File: config.mk
export PLATFORM = sky130hd
export DESIGN_NAME = usb_endpoint_transfer_engine
export DESIGN_NICKNAME = d
export VERILOG_FILES = /design/src/hdl/uete_pkg.sv /design/src/hdl/usb_endpoint_transfer_engine.sv
export VERILOG_INCLUDE_DIRS = /design/src /design/src/hdl
export SDC_FILE = /design/constraint.sdc
export NUM_CORES = 1
export LEC_CHECK = 0
export ABC_AREA = 1
export BUFFER_PORTS_ARGS = -buffer_cell sky130_fd_sc_hd__buf_2
export CORE_MARGIN = 5
export CORE_UTILIZATION = 25
export CTS_CLUSTER_DIAMETER = 150
export DETAILED_ROUTE_END_ITERATION = 6
export HOLD_SLACK_MARGIN = 0.02
export PLACE_DENSITY = 0.37
export SLEW_MARGIN = 10
export SYNTH_ARGS = -nofsm -noshare
export SYNTH_HDL_FRONTEND = slang
export SYNTH_SLANG_ARGS = --single-unit
File: constraint.sdc
create_clock -name clk_i -period 6.7 [get_ports clk_i]
set_clock_uncertainty 0.2 [all_clocks]
set_input_delay 1.34 -clock clk_i [delete_from_list [all_inputs] [get_ports clk_i]]
set_output_delay 1.34 -clock clk_i [all_outputs]
set_load 0.05 [all_outputs]
File: src/hdl/usb_endpoint_transfer_engine_macros.svh
// assertion macros shared by the transfer engine rtl
// no dependencies; expects clk_i and rst_ni in the including module
`ifndef USB_ENDPOINT_TRANSFER_ENGINE_MACROS_SVH
`define USB_ENDPOINT_TRANSFER_ENGINE_MACROS_SVH

// property checked on every rising edge outside reset
`define UETE_ASSERT(label, prop, msg) \
  label: assert property (@(posedge clk_i) disable iff (!rst_ni) (prop)) else $error(msg);

// same-cycle implication
`define UETE_ASSERT_IMP(label, ante, cons, msg) \
  label: assert property (@(posedge clk_i) disable iff (!rst_ni) (ante) |-> (cons)) \
    else $error(msg);

`endif

File: src/hdl/uete_pkg.sv
// types and constants for the usb endpoint transfer engine
// no dependencies
package uete_pkg;

  localparam int unsigned NUM_EP = 16;
  localparam int unsigned EP_AW  = (NUM_EP > 1) ? $clog2(NUM_EP) : 1;

  localparam logic [7:0] MAX_PACKET_RST = 8'd64;

  localparam logic [7:0] BD_OWN   = 8'h80;
  localparam logic [7:0] BD_DTS   = 8'h40;
  localparam logic [7:0] BD_DTSEN = 8'h08;
  localparam logic [7:0] BD_STALL = 8'h04;

  typedef enum logic [1:0] {
    OP_SETUP = 2'd0,
    OP_IN    = 2'd1,
    OP_OUT   = 2'd2,
    OP_SYNC  = 2'd3
  } opcode_e;

  typedef enum logic [2:0] {
    RESP_NONE  = 3'd0,
    RESP_ACK   = 3'd1,
    RESP_STALL = 3'd2,
    RESP_ROM   = 3'd3,
    RESP_RAM   = 3'd4
  } resp_e;

  typedef enum logic [2:0] {
    XS_IDLE  = 3'd0,
    XS_ACK   = 3'd1,
    XS_STALL = 3'd2,
    XS_ROM   = 3'd3,
    XS_RAM   = 3'd4
  } xfer_st_e;

  typedef enum logic [1:0] {
    FSM_IDLE,
    FSM_LOOKUP,
    FSM_RESULT
  } fsm_e;

  typedef struct packed {
    logic [3:0]  endpoint;
    logic [1:0]  opcode;
    logic [2:0]  response;
    logic [15:0] send_length;
  } in_word_t;

  typedef struct packed {
    logic        bd_written;
    logic [7:0]  out_count;
    logic [7:0]  out_status;
    logic [7:0]  in_count;
    logic [7:0]  in_status;
    logic [7:0]  copy_length;
    logic [15:0] copy_offset;
    logic        copy_from_rom;
    logic        busy_ignored;
  } out_word_t;

  typedef struct packed {
    xfer_st_e    status;
    logic [15:0] remaining;
    logic [15:0] offset;
  } ep_entry_t;

endpackage

File: src/hdl/usb_endpoint_transfer_engine.sv
// usb endpoint transfer engine: data toggles and packetizer per endpoint
// depends on uete_pkg and usb_endpoint_transfer_engine_macros.svh
// result: registered in the lookup state after accept, held valid in the result state until taken
// one word in flight: the fsm steps idle, lookup, result and takes no new word until the
// result is taken, around the read-modify-write of the endpoint state memory (registered read)
// reset: async active low; clears fsm, entry valid bits, toggles, max_packet to 64
`include "usb_endpoint_transfer_engine_macros.svh"

module usb_endpoint_transfer_engine (
  input  logic                clk_i,
  input  logic                rst_ni,
  input  logic                in_valid_i,
  output logic                in_ready_o,
  input  uete_pkg::in_word_t  in_word_i,
  output logic                out_valid_o,
  input  logic                out_ready_i,
  output uete_pkg::out_word_t out_word_o,
  input  logic                cfg_we_i,
  input  logic [7:0]          cfg_data_i
);

  uete_pkg::fsm_e state_q, state_d;

  logic [7:0] max_packet_q;

  uete_pkg::ep_entry_t mem [uete_pkg::NUM_EP];
  logic [uete_pkg::NUM_EP-1:0] vld_q;
  logic [uete_pkg::NUM_EP-1:0] in_tog_q, in_tog_d;
  logic [uete_pkg::NUM_EP-1:0] out_tog_q, out_tog_d;

  uete_pkg::ep_entry_t rd_data_q;
  logic                rd_vld_q;
  logic [uete_pkg::EP_AW-1:0] ep_q;
  logic [1:0]          op_q;
  logic [2:0]          resp_q;
  logic [15:0]         len_q;
  logic                skip_q;
  logic                cur_tog_q;
  logic                cur_tog_d;

  logic                       in_acc;
  logic                       in_range;
  logic [uete_pkg::EP_AW-1:0] in_ep;

  uete_pkg::ep_entry_t cur;
  uete_pkg::ep_entry_t nxt;
  uete_pkg::out_word_t res_d, res_q;
  logic                busy;
  logic                mem_we;
  logic [7:0]          size;
  logic [7:0]          dts_status;
  logic [15:0]         rem_left;

  assign in_acc   = in_valid_i && in_ready_o;
  assign in_ep    = in_word_i.endpoint[uete_pkg::EP_AW-1:0];
  assign in_range = {1'b0, in_word_i.endpoint} < 5'(uete_pkg::NUM_EP);

  // fsm next state
  always_comb begin
    state_d = state_q;
    unique case (state_q)
      uete_pkg::FSM_IDLE: begin
        if (in_valid_i) state_d = uete_pkg::FSM_LOOKUP;
      end
      uete_pkg::FSM_LOOKUP: state_d = uete_pkg::FSM_RESULT;
      uete_pkg::FSM_RESULT: begin
        if (out_ready_i) state_d = uete_pkg::FSM_IDLE;
      end
      default: state_d = uete_pkg::FSM_IDLE;
    endcase
  end

  // fsm outputs
  always_comb begin
    in_ready_o  = 1'b0;
    out_valid_o = 1'b0;
    mem_we      = 1'b0;
    unique case (state_q)
      uete_pkg::FSM_IDLE:   in_ready_o  = 1'b1;
      uete_pkg::FSM_LOOKUP: mem_we      = !skip_q;
      uete_pkg::FSM_RESULT: out_valid_o = 1'b1;
      default: ;
    endcase
  end

  always_ff @(posedge clk_i or negedge rst_ni) begin
    if (!rst_ni) begin
      state_q <= uete_pkg::FSM_IDLE;
    end else begin
      state_q <= state_d;
    end
  end

  always_ff @(posedge clk_i or negedge rst_ni) begin
    if (!rst_ni) begin
      max_packet_q <= uete_pkg::MAX_PACKET_RST;
    end else if (cfg_we_i) begin
      max_packet_q <= cfg_data_i;
    end
  end

  // toggle update at accept
  always_comb begin
    in_tog_d  = in_tog_q;
    out_tog_d = out_tog_q;
    cur_tog_d = 1'b0;
    if (in_word_i.opcode == uete_pkg::OP_SYNC) begin
      in_tog_d  = '0;
      out_tog_d = '0;
    end else if (in_range) begin
      unique case (in_word_i.opcode)
        uete_pkg::OP_SETUP: begin
          in_tog_d[in_ep]  = 1'b1;
          out_tog_d[in_ep] = 1'b1;
          cur_tog_d        = 1'b1;
        end
        uete_pkg::OP_IN: begin
          in_tog_d[in_ep] = !in_tog_q[in_ep];
          cur_tog_d       = !in_tog_q[in_ep];
        end
        default: begin
          out_tog_d[in_ep] = !out_tog_q[in_ep];
          cur_tog_d        = !out_tog_q[in_ep];
        end
      endcase
    end
  end

  always_ff @(posedge clk_i or negedge rst_ni) begin
    if (!rst_ni) begin
      in_tog_q  <= '0;
      out_tog_q <= '0;
    end else if (in_acc) begin
      in_tog_q  <= in_tog_d;
      out_tog_q <= out_tog_d;
    end
  end

  // state memory, registered read
  always_ff @(posedge clk_i) begin
    if (in_acc) begin
      rd_data_q <= mem[in_ep];
    end
    if (mem_we) begin
      mem[ep_q] <= nxt;
    end
  end

  always_ff @(posedge clk_i or negedge rst_ni) begin
    if (!rst_ni) begin
      vld_q    <= '0;
      rd_vld_q <= 1'b0;
    end else begin
      if (in_acc) rd_vld_q <= vld_q[in_ep];
      if (mem_we) vld_q[ep_q] <= 1'b1;
    end
  end

  always_ff @(posedge clk_i) begin
    if (in_acc) begin
      ep_q      <= in_ep;
      op_q      <= in_word_i.opcode;
      resp_q    <= in_word_i.response;
      len_q     <= in_word_i.send_length;
      skip_q    <= (in_word_i.opcode == uete_pkg::OP_SYNC) || !in_range;
      cur_tog_q <= cur_tog_d;
    end
  end

  // modify
  always_comb begin
    cur = rd_vld_q ? rd_data_q
                   : uete_pkg::ep_entry_t'{status: uete_pkg::XS_IDLE, remaining: '0,
                                            offset: '0};
    busy = (op_q != uete_pkg::OP_SETUP) && (cur.status != uete_pkg::XS_IDLE);
    nxt  = cur;
    if (!busy) begin
      case (resp_q)
        uete_pkg::RESP_ACK:   nxt.status = uete_pkg::XS_ACK;
        uete_pkg::RESP_STALL: nxt.status = uete_pkg::XS_STALL;
        uete_pkg::RESP_ROM, uete_pkg::RESP_RAM: begin
          nxt.status    = (resp_q == uete_pkg::RESP_ROM) ? uete_pkg::XS_ROM
                                                         : uete_pkg::XS_RAM;
          nxt.remaining = len_q;
          nxt.offset    = '0;
        end
        default: ;
      endcase
    end

    size       = (nxt.remaining > {8'd0, max_packet_q}) ? max_packet_q : nxt.remaining[7:0];
    rem_left   = nxt.remaining - {8'd0, size};
    dts_status = cur_tog_q ? (uete_pkg::BD_OWN | uete_pkg::BD_DTSEN | uete_pkg::BD_DTS)
                           : (uete_pkg::BD_OWN | uete_pkg::BD_DTSEN);

    res_d = '0;
    res_d.busy_ignored = busy;
    unique case (nxt.status)
      uete_pkg::XS_ACK: begin
        res_d.bd_written = 1'b1;
        res_d.out_count  = max_packet_q;
        res_d.out_status = uete_pkg::BD_OWN;
        res_d.in_status  = dts_status;
        nxt.status       = uete_pkg::XS_IDLE;
      end
      uete_pkg::XS_STALL: begin
        res_d.bd_written = 1'b1;
        res_d.out_status = uete_pkg::BD_OWN | uete_pkg::BD_STALL;
        res_d.in_status  = uete_pkg::BD_OWN | uete_pkg::BD_STALL;
        nxt.status       = uete_pkg::XS_IDLE;
      end
      uete_pkg::XS_ROM, uete_pkg::XS_RAM: begin
        res_d.bd_written    = 1'b1;
        res_d.out_count     = max_packet_q;
        res_d.out_status    = uete_pkg::BD_OWN;
        res_d.in_count      = size;
        res_d.in_status     = dts_status;
        res_d.copy_length   = size;
        res_d.copy_offset   = nxt.offset;
        res_d.copy_from_rom = (nxt.status == uete_pkg::XS_ROM);
        nxt.offset          = nxt.offset + {8'd0, size};
        nxt.remaining       = rem_left;
        if (rem_left == '0) nxt.status = uete_pkg::XS_IDLE;
      end
      default: ;
    endcase
    if (skip_q) res_d = '0;
  end

  always_ff @(posedge clk_i) begin
    if (state_q == uete_pkg::FSM_LOOKUP) begin
      res_q <= res_d;
    end
  end

  assign out_word_o = res_q;

  `UETE_ASSERT_IMP(a_one_in_flight, out_valid_o, !in_ready_o, "input taken while result pending")
  `UETE_ASSERT_IMP(a_we_in_lookup, mem_we, state_q == uete_pkg::FSM_LOOKUP,
                   "state write outside lookup")
  `UETE_ASSERT_IMP(a_idle_zero, out_valid_o && !out_word_o.bd_written,
                   out_word_o.in_status == '0 && out_word_o.copy_length == '0,
                   "fields set without descriptor write")
  `UETE_ASSERT_IMP(a_stall_both,
                   out_valid_o && out_word_o.out_status == (uete_pkg::BD_OWN | uete_pkg::BD_STALL),
                   out_word_o.in_status == (uete_pkg::BD_OWN | uete_pkg::BD_STALL),
                   "stall armed on one direction only")
  `UETE_ASSERT(a_accept_to_lookup, in_acc |=> state_q == uete_pkg::FSM_LOOKUP,
               "accept did not start lookup")

endmodule

==> run metrics <==
unrepaired setup endpoints after global routing=no; Die Width=around 350 um; Slew @ Worst Pin=about 1.1 ns; initial antenna violation count=6; Syn Area/Cell=about 13 um^2; Max Slew Vio Count=0; Layout Cells excl Fill=3922; Initial Utilization=25.2%; WL final=roughly 99000 um; CP Launch Type=flip-flop; f_max=around 170 MHz; DIE HEIGHT=approximately 350 um; CTS Buf Count=84; fraction of layout cells with a size suffix above 1=15.0%; final period utilization=88.3%; CP Max Fanout=16; Cells after Synth=2207; Critical Path RT=6.79 ns; total power=14.2 mW; post-DP HPWL=55600 um; Area contributors post-synth=edfxtp_1 (67%), a22oi_1 (7.4%), dfrtp_1 (4.9%); clock-pin slew on the worst setup and hold paths=0.06 ns; cts repair resizes=0; status=completed; CTS HTree Levels=3; Max Cap Violations=0; row cnt=125; delay of the slowest critical-path stage=0.85 ns; Seq/Total Area, Yosys=72.5%; Sw Pwr=~4.7 mW; first-pass GRT wire length=141000 um; setup slack after layout=0.781 ns; combinational fraction of design power=24.1%; xor/xnor cell area share of the yosys netlist=0.298%; Synth Area in Adders=0.680%; final setup violation count=0; area grow syn2layout=17.9%; Total GRT Usage=15.4%; count leader, synth=edfxtp_1; hold crit path type=reg2reg; DR vias/cell=4.88; area occupied by multi-input gates=0.00714 mm^2; Switching Share=32.7%; Worst EP arrival=6.01 ns; largest family of logic cells by synthesized area=compound AO/OA/AOI/OAI gates; TritonCTS Sinks=~700; Detail Route Antenna Nets=0; FF/Latch Area=0.0213 mm^2; Hold Fails Final Rpt=0; postcts setup bufs=0; Critical Path Slowest Stage Cell=xnor2_1; relative slew slack=24.5%; DRT Pass-1 Iters=7; clk buf depth=3; Synth Area in Simple Gates=between 8 and 9%; placed instance count=approximately 3800; post-synth top area share=67.5%; kind of critical path=reg2reg; Hold-fix buffers, CTS=0; Synth area leader=edfxtp_1; Post-synth ARST share=8.19%; Clock Tree Root=clkbuf_16; remaining global-route overflow=0; fin crit period=between 5 and 6 ns; largest net degree at the start of global routing=slightly below 90; Pint=9.57 mW; final instance area=0.0347 mm^2; Final Util=29.8%; final net count=roughly 2400; Power per Cell Area=just over 400 mW/mm^2; vias in the first global route=19400; core footprint=0.117 mm^2; DRC violations left=0; synthesized area=roughly 0.03 mm^2; Hold Slack=~0.26 ns; clk_lat worst skew=roughly 0.66 ns; Main synth FF type=edfxtp_1; Leak Pwr=12.3 nW; Ports=99; Synth Area in Compound Gates=14.5%; Filler cells=11700; Seq pwr share=43.1%; post-synthesis cell type count=54; synth cell count leaders=edfxtp_1 (661), a22oi_1 (290), nand2_1 (289); I/O Buffers=88; DRT iter0 DRCs=1495; worst vdd ir=0.193 mV; clock network fraction of total power=about a third; placed cell area=0.0319 mm^2; EDFF count, synth=661; Crit. End Element=flip-flop; Synth warnings=0; CTS tree=built; via count=19100; worst slack at placement=slightly above 0.9 ns; Routability Congestion=approximately 0.84; mux share of post-synthesis cell area=0.0340%; Post-Route Setup TNS=0 ns; FF+latch count, synth=720; Die ar.=0.125 mm^2; mean routed wirelength per cell=25.2 um; cell mode on critical path=nand2_1
-- flip-flops by register name, summed over array words and instances (netlist names) --
signal	flops
mem	560
out_word_o	39
rd_data_q	35
in_tog_q	16
len_q	16
out_tog_q	16
vld_q	16
max_packet_q	8
ep_q	4
resp_q	3
op_q	2
state_q	2
cur_tog_q	1
rd_vld_q	1
skip_q	1
-- power groups by stage --
stage / registers [mW] / logic, mW / clock network [mW]
global route: 6.16 / 3.77 / 4.97
floorplan: 6.39 / 1.90 / 0
global placement: 6.22 / 3.42 / 0
finish: 6.13 / 3.43 / 4.66
detailed placement: 6.22 / 3.44 / 0
CTS: 6.14 / 3.46 / 4.80
-- final cells by class --
cell class | instances | area share, %
Inverter | 155 | 1.70
Sequential cell | 720 | 61.5
Tap cell | 1524 | 5.50
Timing Repair Buffer | 149 | 2.63
Antenna cell | 4 | 0.0289
Multi-Input combinational cell | 1217 | 20.6
Clock buffer | 113 | 6.58
Clock inverter | 40 | 1.50
-- cells in the final DEF (no fill, tap or decap), types with 10 or more instances in the layout --
master,count
clkbuf_16,86
edfxtp_1,661
nand2_1,287
nor2_1,99
ha_1,16
inv_1,136
dfrtp_1,58
inv_2,14
a22oi_1,290
buf_4,60
nand3_2,10
o22ai_1,28
nand3_1,75
bufinv_16,10
conb_1,10
o21ai_0,84
clkinv_2,10
clkbuf_1,24
buf_2,88
clkinv_1,13
nand2_2,15
or2_2,10
a21oi_1,151
nor2_4,20
a2111o_1,35
-- layer usage --
layer  up-vias  global-route usage (%)  part of all wire [%]
met3       123                    2.85                   4.6
met1      9961                    21.7                    47
met2       484                    25.0                    46
met4         0                    3.50                   1.8
li1       8559                       -                     -
met5         -                       0                     0
-- logic make-up after synthesis --
logic type	Yosys count
flops	720
compound gates	632
simple gates	548
buf+inv	279
fa+ha+maj	16
xor+xnor	10
other cells	1
mux	1
-- worst max-delay path: cells and delay by family, from the launching register on --
family	cells	cell delay, ns
and+or+nand+nor	21	2.57
xor gates and xnor gates	1	0.85
buffers and inverters	6	0.49
AOI/OAI and AO/OA	2	0.49
adders and majority gates	2	0.49
DFF	1	0.44
-- path summary, 6_finish.rpt --
| path | to | from | cells past startpoint | slack, ns |
|---|---|---|---|---|
| worst max-delay path | mem[12][10]$_DFFE_PP_ | resp_q[1]$_DFFE_PP_ | 32 | 0.78 |
| worst min-delay path | vld_q[3]$_DFFE_PN0P_ | vld_q[3]$_DFFE_PN0P_ | 2 | 0.26 |
| worst max register to register | mem[12][10]$_DFFE_PP_ | resp_q[1]$_DFFE_PP_ | 32 | 0.78 |
| worst min register to register | vld_q[3]$_DFFE_PN0P_ | vld_q[3]$_DFFE_PN0P_ | 2 | 0.26 |
| max in group asynchronous | max_packet_q[1]$_DFFE_PN0P_ | rst_ni | 2 | 5.00 |
| min in group asynchronous | vld_q[7]$_DFFE_PN0P_ | rst_ni | 2 | 0.68 |
Power figures use the tool's default switching activity.
